### config.mk
export PLATFORM = sky130hd
export DESIGN_NAME = scw_out_buf
export DESIGN_NICKNAME = d
export VERILOG_FILES = /design/src/sv/scw_pkg.sv /design/src/sv/scw_out_buf.sv
export SDC_FILE = /design/constraint.sdc
export NUM_CORES = 1
export LEC_CHECK = 0
export CORE_MARGIN = 4
export CORE_UTILIZATION = 55
export DETAILED_ROUTE_END_ITERATION = 7
export DONT_BUFFER_PORTS = 1
export GPL_TIMING_DRIVEN = 0
export PLACE_DENSITY = 0.75
export SLEW_MARGIN = 30
export SYNTH_ARGS = -nofsm -noshare
export SYNTH_HDL_FRONTEND = slang
export SYNTH_SLANG_ARGS = --single-unit
### constraint.sdc
create_clock -name aclk -period 10.25 [get_ports aclk]
set_input_delay 0.5125 -clock aclk [delete_from_list [all_inputs] [get_ports aclk]]
set_output_delay 0.5125 -clock aclk [all_outputs]
set_load 0.01 [all_outputs]
### src/sv/scw_pkg.sv
// Shared types, field layout and opcode constants for the sector write cache.
package scw_pkg;

    localparam int SCW_DEF_ENTRIES = 8;
    localparam int SCW_DEF_WORDS   = 64;

    localparam int OP_W       = 3;
    localparam int SECTOR_W   = 32;
    localparam int WIDX_IN_W  = 6;
    localparam int WORD_W     = 64;
    localparam int OUT_IDX_W  = 6;

    localparam int IN_DATA_W  = 104;
    localparam int OUT_DATA_W = 72;

    localparam int SECTOR_LSB = 0;
    localparam int WIDX_LSB   = SECTOR_LSB + SECTOR_W;
    localparam int DATA_LSB   = WIDX_LSB + WIDX_IN_W;

    localparam logic [SECTOR_W-1:0] NO_SECTOR = 32'hFFFF_FFFF;

    localparam logic [OP_W-1:0] OP_WRITE     = 3'd0;
    localparam logic [OP_W-1:0] OP_READ      = 3'd1;
    localparam logic [OP_W-1:0] OP_DIRTY     = 3'd2;
    localparam logic [OP_W-1:0] OP_FLUSH     = 3'd3;
    localparam logic [OP_W-1:0] OP_FLUSH_ALL = 3'd4;
    localparam logic [OP_W-1:0] OP_QUERY     = 3'd5;
    localparam logic [OP_W-1:0] OP_CLEAR     = 3'd6;

    typedef struct packed {
        logic                 last;
        logic [OUT_IDX_W-1:0] index;
        logic [WORD_W-1:0]    word;
        logic                 hit;
        logic                 status;
    } res_t;

endpackage

### src/sv/scw_out_buf.sv
// Two-entry result queue that decouples the cache core from the output channel.
module scw_out_buf import scw_pkg::*; (
    input  logic       aclk,
    input  logic       aresetn,
    input  logic       push,
    input  res_t       push_data,
    output logic       m_valid,
    input  logic       m_ready,
    output res_t       head,
    output logic [1:0] level
);

    res_t       q_reg [2];
    logic       wr_ptr_reg;
    logic       rd_ptr_reg;
    logic [1:0] cnt_reg;
    logic       pop;

    assign pop     = m_valid && m_ready;
    assign m_valid = (cnt_reg != 2'd0);
    assign head    = q_reg[rd_ptr_reg];
    assign level   = cnt_reg;

    always_ff @(posedge aclk) begin
        if (push) begin
            q_reg[wr_ptr_reg] <= push_data;
        end
    end

    always_ff @(posedge aclk) begin
        if (!aresetn) begin
            wr_ptr_reg <= 1'b0;
            rd_ptr_reg <= 1'b0;
            cnt_reg    <= 2'd0;
        end else begin
            if (push) begin
                wr_ptr_reg <= ~wr_ptr_reg;
            end
            if (pop) begin
                rd_ptr_reg <= ~rd_ptr_reg;
            end
            case ({push, pop})
                2'b10:   cnt_reg <= cnt_reg + 2'd1;
                2'b01:   cnt_reg <= cnt_reg - 2'd1;
                default: cnt_reg <= cnt_reg;
            endcase
        end
    end

    a_no_overflow: assert property (@(posedge aclk) disable iff (!aresetn)
        push |-> (cnt_reg != 2'd2 || pop))
        else $error("result queue overflow");

    a_cnt_range: assert property (@(posedge aclk) disable iff (!aresetn)
        (cnt_reg != 2'd3) && ((cnt_reg == 2'd1) || (wr_ptr_reg == rd_ptr_reg)))
        else $error("result queue pointers inconsistent with level");

endmodule

## Word level (Yosys, flattened, before mapping)

Memories as Yosys holds them, arrays and structs flattened. A register that Yosys moved wholly into a read port is not among the register bits.
Index checks and enable logic that the tools add are counted.

- Register bits after elaboration: 4
- RAM bits: 146
- Input bits: 77
- Word-level logic and storage cells: 18
- Memories kept: 1

- Add/sub/neg operators: 2
- Eq/ne operators: 2
- Multiplexer cells: 5
- Bitwise logic cells: 2
- Reductions and logical operators: 3

Memories:

| memory | depth | width | rd ports | clocked after Yosys merged registers in | write ports | RTL line | source |
|---|---|---|---|---|---|---|---|
| q_reg | 2 | 73 | 1 | 1 | 1 | scw_out_buf.sv:13 | `res_t q_reg [2];` |

Operators by type and width:

| operator | count |
|---|---|
| 2-to-1 mux 1 bit | 4 |
| one-hot mux 2 bit (2 select lines) | 1 |
| nonzero test 2 bit | 2 |
| adder 2 x 1 -> 2 bit (second input constant) | 1 |
| == test 2 x 1 -> 1 bit (second input constant) | 1 |
| == test 2 bit (second input constant) | 1 |
| NOT 1 bit | 2 |
| subtractor 2 x 1 -> 2 bit (second input constant) | 1 |
| logical AND 1 bit | 1 |

## Depth between registers and ports, before layout

- Word-level depth: 4
- Depth in mapped cells: 5
- Gate-level depth less buffers: 5

## Worst setup path after synthesis

Ideal clock, no wire load.

- Path type: in2reg
- From: in push
- To: mem q_reg[0][0] in the netlist's numbering (enable)
- Setup time: 0.508 ns
- Data arrival time: 3.662 ns
- Required time: 9.742 ns
- Slack: 6.080 ns
- Stages: 2
- Cells stage by stage: inv_1 > nor2_1

- Longest elaborated chain between the ends: 2

RTL lines:

| element | RTL line | source |
|---|---|---|
| from (decl) | scw_out_buf.sv:5 | `input logic push,` |
| 2-to-1 mux 1 bit | scw_out_buf.sv:25 | `if (push) begin` |
| 2-to-1 mux 1 bit (not written as such) | scw_out_buf.sv:26 | `q_reg[wr_ptr_reg] <= push_data;` |
| to (decl) | scw_out_buf.sv:13 |  |

Every way passes these cells.

==> flow_metrics.py <==
metrics = {
    "yosys": {
        "synth_ff_type": "edfxtp_1",
        "yosys.area.top_type": "edfxtp_1",
        "syn_nets": 327,
        "synth_edf_count": 146,
        "ys_types": 16,
        "synth_area_leaders": "edfxtp_1, mux2_2, dfxtp_1",
        "syn_area_per_cell_um2": 22.0,
        "netlist_top_cells_count": "edfxtp_1, mux2_2, buf_4",
        "synth_warnings": 0,
        "async_flop_share_pct": 0,
        "ys_seq_elements": 151,
        "syn_area_um2": 5480,
        "synth_cells": 249,
        "ys_seq_area_share_pct": 81.8,
        "yosysTopAreaCellShare_pct": 80.0,
        "synthMostInstantiatedCell": "edfxtp_1",
    },
    "timing": {
        "slew-limit-headroom_pct": 63.7,
        "fmax_mhz": 450,
        "fin_crit_ns": 2.22,
        "fin_crit_sh_pct": 21.7,
        "hold_viol": 0,
        "final_max_slew_viol_count": 0,
        "rsz0062_at_grt": "false",
        "finalSetupViolations": 0,
        "worst_pin_slew_ns": 0.543,
        "clock_skew_ns": 0.00446,
        "finalSetupTns_ns": 0,
    },
    "setup_path": {
        "cp_slowest_cell": "mux2_2",
        "critPathArrivalTime_ns": 1.71,
        "critPathMaxFanout": 10,
        "max_stage_delay_ns": 0.40,
        "startpoint_type": "flop",
        "path_delay_family": "buffers and inverters",
        "crit_buf_inv": 2,
        "reg2reg_depth": 4,
        "critPathKind": "flop to primary output",
        "critPathCaptureType": "primary output",
        "path_depth": 3,
        "worstPathCellList": "buf_2, buf_4, mux2_2",
        "critical_path_required_ns": 9.74,
    },
    "clocking": {
        "cts_resized": 0,
        "cts_buffers": 17,
        "holdBufCountCts": 0,
        "cts_max_path_buffers": 2,
        "clockRootBuffer": "clkbuf_8",
        "cts_setup_buffers": 0,
        "cts.sinks": 151,
        "cts_htree_levels": 4,
        "cts_tree": "yes",
        "cts.clk_slew.worst_paths_ns": 0.06,
        "clock_latency_ns": 0.51,
    },
    "power_and_ir_drop": {
        "power_density_nw_per_um2": 251,
        "p_total_mw": 1.59,
        "peakVddDrop_mv": 0.148,
        "leakage_nw": 2.08,
    },
    "hold_path": {
        "whs_path_depth": 0,
        "hp-class": "input port to flop",
    },
    "floorplanning": {
        "die-width_um": 108,
        "die_h_um": 108,
        "die-area_um2": 11600,
        "rows": 36,
        "ioPinCount": 153,
        "core_um2": 9730,
        "initial_core_util_pct": 56.3,
    },
    "drt": {
        "routed_wl_mm": 8.65,
        "drtIter0Drc": 70,
        "via_per_inst": 5.33,
        "antenna_left": 0,
        "vias": 2228,
        "drt-wirelength-per-cell_um": 20.7,
        "drc": 0,
        "firstDrtPassIters": 4,
    },
    "global_route": {
        "use_met2_pct": 25.6,
        "grt_pass1_wl_mm": 12.9,
        "top_usage_layer": "met2",
        "grt_remaining_overflow": 0,
        "antenna_found_initial": 0,
        "use_met1_pct": 15.9,
        "met3_usage_pct": 9.84,
        "grt_max_degree": 39,
        "grtUsageTotal_pct": 15.4,
        "grt_pass1_vias": 2441,
    },
    "run_status": {
        "outcome": "finished, final reports clean",
    },
    "final_layout": {
        "diodes": 0,
        "multi_input_area_um2": 946,
        "largest_reg_flops": 146,
        "fin_nets": 350,
        "drive_above_1_share_pct": 41.4,
        "fill_cells": 684,
        "regArea_um2": 4480,
        "area_delta_synth_final_pct": 15.9,
    },
    "placed_design": {
        "dp_hpwl_mm": 5.92,
        "gp_congestion": 0.678,
        "port_buffers": 0,
    },
    "job": {
        "maxCapViolCount": 0,
    },
}
metrics by stage:
stage	setup slack, ns	hold slack, ns	area, um^2	util (%)	instances
after floorplan	6.08	0.504	5480	-	249
after global placement	4.53	0.518	5650	58.1	382
after detailed placement	8.50	0.528	5750	59.1	386
after CTS	7.97	0.0682	6350	65.3	418
after global routing	7.93	0.0570	6350	65.3	418
final	8.03	0.0960	6350	65.3	418
path summary, 6_finish.rpt:
kind,start,slack (ns),end
hold reg to reg,rd_ptr_reg,0.55,flop
setup / recovery,flop,8.03,head[35]
setup reg to reg,level[0],8.71,level[1]
hold / removal,push_data[56],0.1,q_reg[0][56]
worst register-to-register path, stage by stage, from the launching register on:
cell      delay, ns
dfxtp_1        0.49
o21a_1         0.19
ha_1           0.27
or3_1          0.36
a21boi_1       0.16
where the power goes:
part	internal (mW)	switching, mW	total (mW)
Combinational	0.117	0.137	0.255
Sequential	0.718	0.0142	0.732
Clock	0.383	0.222	0.606
layer usage:
metal / vias up / wire length, um
met4: 0 / 95
met1: 1080 / 3030
met5: - / 0
met2: 108 / 4460
met3: 9 / 1060
li1: 1031 / -
cell usage in the layout, fill, tap and decap left out, types with 3 or more instances in the layout:
cell type / count
edfxtp_1: 146
xnor2_1: 3
clkbuf_8: 3
clkbuf_16: 16
dfxtp_1: 5
nor2b_1: 3
bufinv_16: 3
buf_4: 7
mux2_2: 73
clkinvlp_4: 6
area by class of cell:
type	count	share of cell area [%]
inverters	1	0.0591
repair buffers	4	1.50
clock buffers	21	7.07
clock inverters	11	2.34
well taps	133	2.62
plain buffers	8	0.906
flip-flops and latches	151	70.6
multi-input cells	89	14.9
kinds of logic after synthesis:
logic type               share of synthesized area (%)
buffers and inverters                             1.12
flip-flops                                        81.8
AO/OA/AOI/OAI                                    0.502
XOR/XNOR                                         0.479
multiplexers                                      15.0
AND/OR/NAND/NOR                                  0.867
adder cells (fa/ha/maj)                          0.228
Note: power is estimated with default switching activity, not from simulation.
